--- config.mk ---
export PLATFORM = sky130hd
export DESIGN_NAME = button_click_classifier_unit
export DESIGN_NICKNAME = d
export VERILOG_FILES = /design/src/hdl/bcc_pkg.sv /design/src/hdl/button_click_classifier_unit.sv /design/src/hdl/bcc_cell.sv
export SDC_FILE = /design/constraint.sdc
export NUM_CORES = 1
export LEC_CHECK = 0
export BUFFER_PORTS_ARGS = -buffer_cell sky130_fd_sc_hd__buf_4
export CORE_UTILIZATION = 60
export DETAILED_ROUTE_END_ITERATION = 12
export GPL_ROUTABILITY_DRIVEN = 0
export PLACE_DENSITY_LB_ADDON = 0.2
export SLEW_MARGIN = 5
export SYNTH_ARGS = -nofsm -noshare
export SYNTH_HDL_FRONTEND = slang
export SYNTH_SLANG_ARGS = --single-unit
export TNS_END_PERCENT = 1
--- constraint.sdc ---
create_clock -name clk -period 6.75 [get_ports clk]
set_input_delay 0.3375 -clock clk [delete_from_list [all_inputs] [get_ports clk]]
set_output_delay 0.3375 -clock clk [all_outputs]
set_load 0.02 [all_outputs]
--- src/hdl/bcc_pkg.sv ---
// Shared types, constants and event codes for the button click classifier.
package bcc_pkg;

  localparam int NUM_KEYS     = 3;
  localparam int LEVELS_W     = 3;
  localparam int PRESS_W      = 7;
  localparam int WINDOW_W     = 8;
  localparam int CLICKS_W     = 2;
  localparam int KIND_W       = 2;
  localparam int KEY_W        = 2;
  localparam int CFG_INDEX_W  = 2;
  localparam int CFG_DATA_W   = 8;

  localparam logic [PRESS_W-1:0]  PRESS_CAP = 7'd120;
  localparam logic [CLICKS_W-1:0] CLICK_MAX = 2'd3;

  localparam logic [KIND_W-1:0] EV_NONE   = 2'd0;
  localparam logic [KIND_W-1:0] EV_SINGLE = 2'd1;
  localparam logic [KIND_W-1:0] EV_DOUBLE = 2'd2;
  localparam logic [KIND_W-1:0] EV_LONG   = 2'd3;

  localparam logic [CFG_INDEX_W-1:0] REG_DOUBLE_WINDOW = 2'd0;
  localparam logic [CFG_INDEX_W-1:0] REG_LONG_PRESS    = 2'd1;
  localparam logic [CFG_INDEX_W-1:0] REG_MIN_PRESS     = 2'd2;

  // Thresholds as the cells see them, already forced to at least one.
  typedef struct packed {
    logic [WINDOW_W-1:0] double_window;
    logic [PRESS_W-1:0]  long_press_ticks;
    logic [PRESS_W-1:0]  min_press_ticks;
  } cfg_t;

  // Event handed along the row of cells.
  typedef struct packed {
    logic [KIND_W-1:0] kind;
    logic [KEY_W-1:0]  key;
  } event_t;

endpackage

--- src/hdl/button_click_classifier_unit.sv ---
// Top level of the button click classifier: config registers, cell row, output register.
//
// Usage:
//   The slave stream carries one scan tick per transaction: s_tdata[2:0] holds
//   the active-low levels of the buttons (0 pressed). Every tick yields exactly
//   one result transaction on the master stream: m_tdata[1:0] is the event
//   kind (none, single, double, long) and m_tdata[3:2] the button index.
//   Each button has a cell of its own; the cells form a row and hand the
//   pending event on from button 0 upwards, so the highest-numbered button
//   that reports on a tick wins.
//   The result is registered and appears in the output register in the cycle
//   after the tick is taken. Throughput: one tick per cycle while the receiver
//   takes results, set by the single output register, which is refilled in
//   the same cycle that it is emptied. When the receiver stalls with a result
//   held, s_tready drops and all button state holds until the result is taken.
//   Reset (rst, synchronous, active high) clears all button state, empties the
//   output register and loads the thresholds with 30, 100 and 2.
//   Config writes (cfg_we, cfg_index, cfg_data) take effect on the next tick;
//   an index beyond the last register is ignored.
module button_click_classifier_unit
  import bcc_pkg::*;
(
  input  logic                   clk,
  input  logic                   rst,
  // Config write port
  input  logic                   cfg_we,
  input  logic [CFG_INDEX_W-1:0] cfg_index,
  input  logic [CFG_DATA_W-1:0]  cfg_data,
  // Scan tick stream
  input  logic                   s_tvalid,
  output logic                   s_tready,
  input  logic [7:0]             s_tdata,   // [2:0] key_levels
  // Event stream
  output logic                   m_tvalid,
  input  logic                   m_tready,
  output logic [7:0]             m_tdata    // [1:0] event_kind, [3:2] event_key
);

  logic [WINDOW_W-1:0] double_window;
  logic [PRESS_W-1:0]  long_press_ticks;
  logic [PRESS_W-1:0]  min_press_ticks;
  cfg_t                cfg;
  logic                advance;
  event_t              chain [NUM_KEYS+1];
  event_t              out_event;

  // Config registers; the user must write them only while the block is idle, the block does not enforce it.
  always_ff @(posedge clk) begin
    if (rst) begin
      double_window    <= 8'd30;
      long_press_ticks <= 7'd100;
      min_press_ticks  <= 7'd2;
    end else if (cfg_we) begin
      case (cfg_index)
        REG_DOUBLE_WINDOW: double_window    <= cfg_data;
        REG_LONG_PRESS:    long_press_ticks <= cfg_data[PRESS_W-1:0];
        REG_MIN_PRESS:     min_press_ticks  <= cfg_data[PRESS_W-1:0];
        default: ;
      endcase
    end
  end

  // Treat a zero threshold as one.
  always_comb begin
    cfg.double_window    = (double_window == '0) ? WINDOW_W'(1) : double_window;
    cfg.long_press_ticks = (long_press_ticks == '0) ? PRESS_W'(1) : long_press_ticks;
    cfg.min_press_ticks  = (min_press_ticks == '0) ? PRESS_W'(1) : min_press_ticks;
  end

  // Accept a tick whenever the output register is empty or being emptied.
  assign s_tready = !m_tvalid || m_tready;
  assign advance  = s_tvalid && s_tready;

  assign chain[0] = '{kind: EV_NONE, key: '0};

  for (genvar k = 0; k < NUM_KEYS; k++) begin : g_cell
    logic pressed;
    // Buttons beyond the level field read as released.
    if (k < LEVELS_W) begin : g_pin
      assign pressed = !s_tdata[k];
    end else begin : g_nopin
      assign pressed = 1'b0;
    end

    bcc_cell u_cell (
      .clk       (clk),
      .rst       (rst),
      .advance   (advance),
      .pressed   (pressed),
      .key_index (KEY_W'(k)),
      .cfg       (cfg),
      .ev_in     (chain[k]),
      .ev_out    (chain[k+1])
    );
  end

  // Output register: load on accept, drop once taken.
  always_ff @(posedge clk) begin
    if (rst) begin
      m_tvalid <= 1'b0;
    end else if (advance) begin
      m_tvalid <= 1'b1;
    end else if (m_tready) begin
      m_tvalid <= 1'b0;
    end
  end

  always_ff @(posedge clk) begin
    if (advance) begin
      out_event <= chain[NUM_KEYS];
    end
  end

  assign m_tdata = {4'b0000, out_event.key, out_event.kind};

endmodule

--- src/hdl/bcc_cell.sv ---
// One button cell: press counter, click window and event hand-on.
module bcc_cell
  import bcc_pkg::*;
(
  input  logic         clk,
  input  logic         rst,
  input  logic         advance,
  input  logic         pressed,
  input  logic [KEY_W-1:0] key_index,
  input  cfg_t         cfg,
  input  event_t       ev_in,
  output event_t       ev_out
);

  logic [PRESS_W-1:0]  press_ticks,    press_ticks_next;
  logic [WINDOW_W-1:0] window_left,    window_left_next;
  logic [CLICKS_W-1:0] click_count,    click_count_next;
  logic                clicks_pending, clicks_pending_next;
  logic [KIND_W-1:0]   kind;
  logic [PRESS_W:0]    press_inc;

  assign press_inc = {1'b0, press_ticks} + {{PRESS_W{1'b0}}, 1'b1};

  always_comb begin
    press_ticks_next    = press_ticks;
    window_left_next    = window_left;
    click_count_next    = click_count;
    clicks_pending_next = clicks_pending;
    kind                = EV_NONE;
    if (pressed) begin
      if (press_inc >= {1'b0, PRESS_CAP}) begin
        press_ticks_next = PRESS_CAP;
      end else begin
        press_ticks_next = press_inc[PRESS_W-1:0];
      end
    end else begin
      if (press_ticks >= cfg.long_press_ticks && !clicks_pending) begin
        kind = EV_LONG;
      end else if (press_ticks >= cfg.min_press_ticks) begin
        if (click_count != CLICK_MAX) begin
          click_count_next = click_count + 1'b1;
        end
        window_left_next    = cfg.double_window;
        clicks_pending_next = 1'b1;
      end
      press_ticks_next = '0;
      // Count the window down on every released tick; report on expiry.
      if (window_left_next != '0) begin
        window_left_next = window_left_next - 1'b1;
        if (window_left_next == '0) begin
          if (click_count_next == 2'd1) begin
            kind = EV_SINGLE;
          end else if (click_count_next == 2'd2) begin
            kind = EV_DOUBLE;
          end
          click_count_next    = '0;
          clicks_pending_next = 1'b0;
        end
      end
    end
  end

  // Higher-numbered cells sit further down the row, so they override.
  always_comb begin
    if (kind != EV_NONE) begin
      ev_out.kind = kind;
      ev_out.key  = key_index;
    end else begin
      ev_out = ev_in;
    end
  end

  always_ff @(posedge clk) begin
    if (rst) begin
      press_ticks    <= '0;
      window_left    <= '0;
      click_count    <= '0;
      clicks_pending <= 1'b0;
    end else if (advance) begin
      press_ticks    <= press_ticks_next;
      window_left    <= window_left_next;
      click_count    <= click_count_next;
      clicks_pending <= clicks_pending_next;
    end
  end

endmodule

==> impl_metrics.toml, run 1 <==
[floorplan]
die-height_um = 101.7
core.rowCount = 36
floorplan.initialDensity = 0.6163
design.portCount = 33
core-area_mm2 = 0.009684
fp.dieW_um = 101.7
fp.dieArea_mm2 = 0.01035

[critical_path]
setup.worst_path.class = "reg2reg"
timing.critical_path.to_type = "register"
regToRegSetupSlack_ns = 1.54
cp_max_fo = 27
timing.critical_path.arrival_ns = 5.32
crit_path_start_kind = "register"
cp_data_required_time_ns = 6.86

[routing]
detailroute.via_count = 5573
drt_pre_antenna_iters = 5
postRouteAntennaNets = 0
remaining_drc_errors = 0
drc_violation_total_after_the_first_tritonroute_iteration = 380
detail_route.wl_per_cell_um = 16.29
route.final.wire_length_um = 14740
route.detailed.vias_per_inst = 6.158

[run]
max_cap_viol_count = 0

[sta]
final-setup-viol-count = 0
layout_worst_path_cycle_share = 0.7717
achievable-frequency_mhz = 192.0
grt_setup_unrepaired = "false"
setup_ws_ns = 1.541
skew_ns = 0.009580
finalHoldViolations = 0
worst-slew-pin-transition_ns = 0.9306
worst_slew_margin = 0.3769
hold_ws_ns = 0.2139
setup_tns_ns = 0
drv_slew = 0
period_minus_slack_ns = 5.209

[cells_and_area]
fin_nets = 844
num_antenna_cells = 0
instances_no_fill = 905
layout.cells.most_common_list = "83 x sky130_fd_sc_hd__nor2_1, 77 x sky130_fd_sc_hd__dfxtp_1, 75 x sky130_fd_sc_hd__nand2_1, 70 x sky130_fd_sc_hd__a21oi_1, 54 x sky130_fd_sc_hd__ha_1"
area.growth.synth_to_final_pct = 6.310
final_core_utilization = 0.6552
layout.cells.most_common = "sky130_fd_sc_hd__nor2_1"
design_area_mm2 = 0.006345
final_layout_size_suffix_gt1_frac = 0.08549

[pwr]
cellLeakagePower_nw = 2.601
power.total_mw = 1.438
power.density_mw_per_mm2 = 226.7
max-vdd-ir-drop_v = 0.0001596

[synthesis]
synth_enable_flop_cells = 4
share_of_async_settable_or_async_resettable_flops_after_synthesis = 0
syn-instance-count = 770
synthesis.area_per_instance_um2 = 7.751
synth-seq-cells = 81
post_synthesis_cell_area_mm2 = 0.005968
ys.warnings.count = 0
synth.lib_cells_used.distinct = 70
synth_flop_cell = "sky130_fd_sc_hd__dfxtp_1"
seq_area_frac_synth = 0.2784

[outcome]
run_status = "finished clean"

[cts]
cts_max_level = 3
worst_skew_pair.late_latency_ns = 0.38
holdBufCountCts = 0
tritoncts.num_buffers = 9
clock-sinks = 81
tritoncts = "built"
cts.repair.resized = 0
clock_path_buffers = 2
clock_tree.root_cell = "sky130_fd_sc_hd__clkbuf_8"
path_clk_slew_ns = 0.09
cts.repair_timing.setup_buffer_count = 0

[grt]
pin_count_of_the_biggest_net_entering_global_routing = 75
antenna_violations_before_repair = 0
leftover_overflow_at_the_end_of_global_routing = 0
first_global_vias = 4968
grt_util_all_layers = 0.2951
wire_length_of_the_first_global_routing_pass_um = 23830

[placed_design]
place.detailed.hpwl_um = 10640
numPortBuffers = 23
dpl.cell_count = 889
post_place_cell_area_mm2 = 0.006155
pre_cts_slack_ns = 1.636

[worst_hold_path]
hp-class = "in2reg"
## routing by layer
layer / vias to the layer above / GRT usage / wire (µm)
met1: 2617 / 0.3613 / 6387
met2: 162 / 0.5083 / 7315
li1: 2761 / - / -
met5: - / 0 / 0
met4: 0 / 0.1282 / 368
met3: 33 / 0.04969 / 672
## critical path: stages, from the launching register on
cell and delay [ns]:
sky130_fd_sc_hd__dfxtp_1 0.34, sky130_fd_sc_hd__nor4_1 0.26, sky130_fd_sc_hd__a31o_2 0.22, sky130_fd_sc_hd__ha_1 0.23
sky130_fd_sc_hd__nand2b_1 0.14, sky130_fd_sc_hd__a31oi_1 0.22, sky130_fd_sc_hd__o21ai_0 0.23, sky130_fd_sc_hd__a221oi_4 0.26
sky130_fd_sc_hd__buf_4 0.33, sky130_fd_sc_hd__mux2i_1 0.33, sky130_fd_sc_hd__ha_1 0.41, sky130_fd_sc_hd__nand2b_1 0.18
sky130_fd_sc_hd__nor2_1 0.16, sky130_fd_sc_hd__xnor2_1 0.14, sky130_fd_sc_hd__nand3_1 0.09, sky130_fd_sc_hd__mux2_2 0.29
sky130_fd_sc_hd__nor4b_4 0.52, sky130_fd_sc_hd__nand2_1 0.12, sky130_fd_sc_hd__a21oi_1 0.16, sky130_fd_sc_hd__o221a_2 0.23
sky130_fd_sc_hd__o21ai_1 0.08
## path summary, 6_finish.rpt
check	start	end	depth (start not counted)
max	long_press_ticks[1]	m_tdata[1]	20
min	cfg_data[7]	double_window[7]	3
min reg2reg	g_cell[2].u_cell.window_left[0]	g_cell[2].u_cell.window_left[0]	2
max reg2reg	long_press_ticks[1]	m_tdata[1]	20
## synthesized netlist by cell type, types with 3 or more instances
cell type                   instances  area (µm²)
sky130_fd_sc_hd__nor2b_1           10       62.56
sky130_fd_sc_hd__xnor2_1           13       113.9
sky130_fd_sc_hd__and3_1            11       68.82
sky130_fd_sc_hd__mux2_2             6       67.56
sky130_fd_sc_hd__buf_1              4       15.01
sky130_fd_sc_hd__o21ai_0           31       155.2
sky130_fd_sc_hd__clkbuf_1          32       120.1
sky130_fd_sc_hd__ha_1              54       675.7
sky130_fd_sc_hd__a41oi_1            5       43.79
sky130_fd_sc_hd__o2111ai_1          4       35.03
sky130_fd_sc_hd__inv_1             38       142.6
sky130_fd_sc_hd__nand2_1           75       281.5
sky130_fd_sc_hd__xor2_1             6       52.55
sky130_fd_sc_hd__nor3_1            29       145.1
sky130_fd_sc_hd__a2111oi_0          8       70.07
sky130_fd_sc_hd__a31oi_1           14       87.58
sky130_fd_sc_hd__buf_4              4       30.03
sky130_fd_sc_hd__nand3_1           23       115.1
sky130_fd_sc_hd__o21ai_1            4       20.02
sky130_fd_sc_hd__a22o_1             3       26.28
sky130_fd_sc_hd__nand2b_1          19       118.9
sky130_fd_sc_hd__o211ai_1           5       37.54
sky130_fd_sc_hd__nand3b_1          12       90.09
sky130_fd_sc_hd__a22oi_1            7       52.55
sky130_fd_sc_hd__a21oi_1           70       350.3
sky130_fd_sc_hd__o21a_1             4       30.03
sky130_fd_sc_hd__a211oi_1           3       22.52
sky130_fd_sc_hd__mux2i_1           29       290.3
sky130_fd_sc_hd__dfxtp_1           77        1541
sky130_fd_sc_hd__edfxtp_1           4       120.1
sky130_fd_sc_hd__nand4_1            5       31.28
sky130_fd_sc_hd__a21o_1             6       45.04
sky130_fd_sc_hd__and2_1             7       43.79
sky130_fd_sc_hd__or4_1              6       45.04
sky130_fd_sc_hd__nor2_1            83       311.6
sky130_fd_sc_hd__or2_2              6       37.54
sky130_fd_sc_hd__o22ai_1            3       18.77
sky130_fd_sc_hd__o31ai_1            4       30.03
sky130_fd_sc_hd__nor4_1             7       43.79
## flip-flops by register name (all words and copies together), names as in the netlist
register,flops
g_cell.u_cell.press_ticks,21
double_window,8
min_press_ticks,7
g_cell.u_cell.window_left,24
long_press_ticks,7
m_tvalid,1
g_cell.u_cell.clicks_pending,3
m_tdata,4
g_cell.u_cell.click_count,6
## report_power, final
group          internal [mW]  switching (mW)
combinational          0.222           0.308
sequential             0.517          0.0438
clock                  0.155           0.193
## final cells by class
class                           count  area, µm²
Sequential cell                    81       1662
Tap cell                          133      166.4
Clock inverter                      6      41.29
Inverter                           38      142.6
Multi-Input combinational cell    611       3989
Timing Repair Buffer               26      195.2
Fill cell                         853       3339
Clock buffer                       10      148.9
## cell families (layout without fill, tap and decap cells)
group	count (synthesis)	after routing	share of synthesized area
flip-flops	81	81	0.2784
other	1	4	0.0006283
AND/OR/NAND/NOR	306	306	0.2549
adder cells (fa/ha/maj)	54	54	0.1132
AO/OA/AOI/OAI	193	193	0.2099
buffers and inverters	81	80	0.05514
multiplexers	35	35	0.05996
XOR/XNOR	19	19	0.02788
Note: power is estimated with default switching activity, not from simulation.
==> inputs of run 2 (changes only) <==
--- a/config.mk
+++ b/config.mk
@@ -5,8 +5,9 @@
 export SDC_FILE = /design/constraint.sdc
 export NUM_CORES = 1
 export LEC_CHECK = 0
+export ABC_AREA = 1
 export BUFFER_PORTS_ARGS = -buffer_cell sky130_fd_sc_hd__buf_4
-export CORE_UTILIZATION = 60
+export CORE_UTILIZATION = 56
 export DETAILED_ROUTE_END_ITERATION = 12
 export GPL_ROUTABILITY_DRIVEN = 0
 export PLACE_DENSITY_LB_ADDON = 0.2
==> constraint.sdc (replaced) <==
create_clock -name clk -period 4.5 [get_ports clk]
set_input_delay 0.225 -clock clk [delete_from_list [all_inputs] [get_ports clk]]
set_output_delay 0.225 -clock clk [all_outputs]
set_load 0.02 [all_outputs]
==> impl_metrics.toml, run 2 <==
[outcome]
run_status = "finished clean"

[run]
max_cap_viol_count = 0

[routing]
detail_route.wl_per_cell_um = 14.59
detailroute.via_count = 5768
drt_pre_antenna_iters = 5
postRouteAntennaNets = 0
remaining_drc_errors = 0
route.final.wire_length_um = 15120
drc_violation_total_after_the_first_tritonroute_iteration = 335
route.detailed.vias_per_inst = 5.568

[synthesis]
post_synthesis_cell_area_mm2 = 0.006038
seq_area_frac_synth = 0.2752
ys_top_cells_by_count = "226 x sky130_fd_sc_hd__nand2_1, 101 x sky130_fd_sc_hd__inv_1, 78 x sky130_fd_sc_hd__a21oi_1"
syn-instance-count = 880
synth_largest_type_area_fraction = 0.2553
synth_enable_flop_cells = 4
synth.lib_cells_used.distinct = 46
share_of_async_settable_or_async_resettable_flops_after_synthesis = 0
ys.warnings.count = 0
synthTopCellsByArea = "sky130_fd_sc_hd__dfxtp_1 26%, sky130_fd_sc_hd__nand2_1 14%, sky130_fd_sc_hd__ha_1 11%, sky130_fd_sc_hd__a21oi_1 6.5%, sky130_fd_sc_hd__inv_1 6.3%"
synth_most_common_cell = "sky130_fd_sc_hd__nand2_1"
synthesis.area_per_instance_um2 = 6.862
synth_flop_cell = "sky130_fd_sc_hd__dfxtp_1"
yosysTopAreaCell = "sky130_fd_sc_hd__dfxtp_1"
synth-seq-cells = 81

[floorplan]
fp.dieArea_mm2 = 0.01120
fp.dieW_um = 105.8
die-height_um = 105.8
design.portCount = 33
core-area_mm2 = 0.01037
core.rowCount = 37
floorplan.initialDensity = 0.5823

[cells_and_area]
final_layout_size_suffix_gt1_frac = 0.1278
num_antenna_cells = 0
layout.cells.most_common = "sky130_fd_sc_hd__nand2_1"
largest_register_ffs = 24
top_regs = "g_cell.u_cell.window_left: 24 flops, g_cell.u_cell.press_ticks: 21 flops, double_window: 8 flops"
layout.cells.most_common_list = "226 x sky130_fd_sc_hd__nand2_1, 101 x sky130_fd_sc_hd__inv_1, 78 x sky130_fd_sc_hd__a21oi_1, 77 x sky130_fd_sc_hd__dfxtp_1, 69 x sky130_fd_sc_hd__nand3_1"
area.growth.synth_to_final_pct = 6.569
registers.top_by_ff_count = "g_cell.u_cell.window_left"
fin_nets = 972
final_core_utilization = 0.6205
design_area_mm2 = 0.006435

[pwr]
power.density_mw_per_mm2 = 308.9
max-vdd-ir-drop_v = 0.0001886
cellLeakagePower_nw = 3.162
power.total_mw = 1.988

[cts]
clock_path_buffers = 2
cts.repair_timing.setup_buffer_count = 0
clock_tree.root_cell = "sky130_fd_sc_hd__clkbuf_8"
worst_skew_pair.late_latency_ns = 0.37
clock-sinks = 81
path_clk_slew_ns = 0.09
cts.repair.resized = 0
tritoncts = "built"
holdBufCountCts = 0
cts_max_level = 3
tritoncts.num_buffers = 9

[grt]
antenna_violations_before_repair = 0
grt_util_all_layers = 0.2794
grtUsageMet3 = 0.04515
most_crowded_layer_after_global_routing = "met2"
leftover_overflow_at_the_end_of_global_routing = 0
first_global_vias = 5433
pin_count_of_the_biggest_net_entering_global_routing = 51
wire_length_of_the_first_global_routing_pass_um = 24810
globalRouteMet2Util = 0.4729
grt_use_met1 = 0.3514

[sta]
achievable-frequency_mhz = 246.5
worst_slew_margin = 0.3666
drv_slew = 0
finalHoldViolations = 0
worst-slew-pin-transition_ns = 0.9428
skew_ns = 0.009486
period_minus_slack_ns = 4.057
final-setup-viol-count = 0
setup_tns_ns = 0
layout_worst_path_cycle_share = 0.9015
grt_setup_unrepaired = "false"

[critical_path]
r2r-start = "min_press_ticks[6]"
regToRegSetupSlack_ns = 0.44
cp_max_fo = 15
timing.critical_path.to_type = "register"
worst_r2r_path_depth = 25
timing.critical_path.arrival_ns = 4.18
reg2reg_to = "m_tdata[0]"
setup.worst_path.class = "reg2reg"
cp_data_required_time_ns = 4.62
crit_path_start_kind = "register"

[worst_hold_path]
hp-class = "in2reg"
holdPathEnd = "double_window[2]"
worstHoldPathCells = 3
worstHoldStart = "cfg_data[2]"

[placed_design]
numPortBuffers = 23
place.detailed.hpwl_um = 11320
post_place_cell_area_mm2 = 0.006252
run 2: cell count changes in the layout (fill, tap and decap cells not counted), sizes merged, moves of 20 or more:
| cell | delta |
|---|---|
| nor2 | -20 |
| mux2i | -29 |
| inv | +70 |
| nand3 | +52 |
| nand2 | +189 |
| nor3 | -26 |
run 2: critical path, cell delays in order (launching register included):
cell	delay (ns)
sky130_fd_sc_hd__dfxtp_1	0.30
sky130_fd_sc_hd__inv_1	0.17
sky130_fd_sc_hd__nand3_1	0.10
sky130_fd_sc_hd__o41ai_1	0.50
sky130_fd_sc_hd__buf_4	0.22
sky130_fd_sc_hd__ha_1	0.22
sky130_fd_sc_hd__nand2_1	0.06
sky130_fd_sc_hd__nor2_1	0.04
sky130_fd_sc_hd__nand4_1	0.08
sky130_fd_sc_hd__nand3_2	0.27
sky130_fd_sc_hd__nand2_4	0.30
sky130_fd_sc_hd__nand2_2	0.08
sky130_fd_sc_hd__nand2_2	0.13
sky130_fd_sc_hd__ha_1	0.20
sky130_fd_sc_hd__nand3b_1	0.12
sky130_fd_sc_hd__nand2_1	0.08
sky130_fd_sc_hd__nor2_1	0.09
sky130_fd_sc_hd__nand3_1	0.09
sky130_fd_sc_hd__nor2_2	0.21
sky130_fd_sc_hd__nand2_4	0.10
sky130_fd_sc_hd__nand2_4	0.07
sky130_fd_sc_hd__nand2_2	0.06
sky130_fd_sc_hd__nor2_4	0.12
sky130_fd_sc_hd__o21ai_1	0.07
sky130_fd_sc_hd__nand2_1	0.06
sky130_fd_sc_hd__nand2_1	0.06
run 2: kinds of logic (layout without fill, tap and decap cells):
family                   Yosys count  after routing  share of synthesized area
AND/OR/NAND/NOR                  436            436                     0.3436
AO/OA/AOI/OAI                    156            156                     0.1477
buffers and inverters            133            150                    0.09345
flip-flops                        81             81                     0.2752
adder cells (fa/ha/maj)           54             54                     0.1119
XOR/XNOR                          19             19                    0.02756
other                              1              4                  0.0006210
run 2: cell type report:
type                    count  area [µm²]
fillers                   943        3935
clock inverters             4       27.53
well taps                 136       170.2
repair buffers             25       187.7
inverters                 109       409.1
multi-input cells         669        3824
clock buffers              12       155.1
flip-flops and latches     81        1662
run 2: through the flow:
step           instances  hold slack [ns]  setup WS, ns
6_report            1036           0.1132        0.4435
5_1_grt             1036           0.1230       0.09654
4_1_cts             1036          0.09441        0.5031
3_5_place_dp        1020           0.4549        0.5206
3_3_place_gp        1020           0.4505        0.6996
2_1_floorplan        883           0.3554         1.255
run 2: routing by layer:
layer,up-vias,share of wire
met4,0,0.023
met3,26,0.054
met5,-,0
met2,151,0.47
li1,2923,-
met1,2668,0.45
run 2: worst max path at each step:
| stage | startpoint | endpoint | slack (ns) | cells past startpoint |
|---|---|---|---|---|
| 2_1_floorplan | min_press_ticks[5] | m_tdata[2] | 1.26 | 24 |
| 3_3_place_gp | min_press_ticks[4] | m_tdata[0] | 0.70 | 25 |
| 3_5_place_dp | min_press_ticks[4] | m_tdata[0] | 0.52 | 25 |
| 4_1_cts | min_press_ticks[6] | m_tdata[0] | 0.50 | 25 |
| 5_1_grt | min_press_ticks[4] | m_tdata[0] | 0.1 | 25 |
| 6_report | min_press_ticks[6] | m_tdata[0] | 0.44 | 25 |
run 2: report_power, final:
part / internal, mW / switching [mW] / total, mW
Sequential: 0.763 / 0.0236 / 0.786
Clock: 0.230 / 0.279 / 0.509
Combinational: 0.227 / 0.466 / 0.693
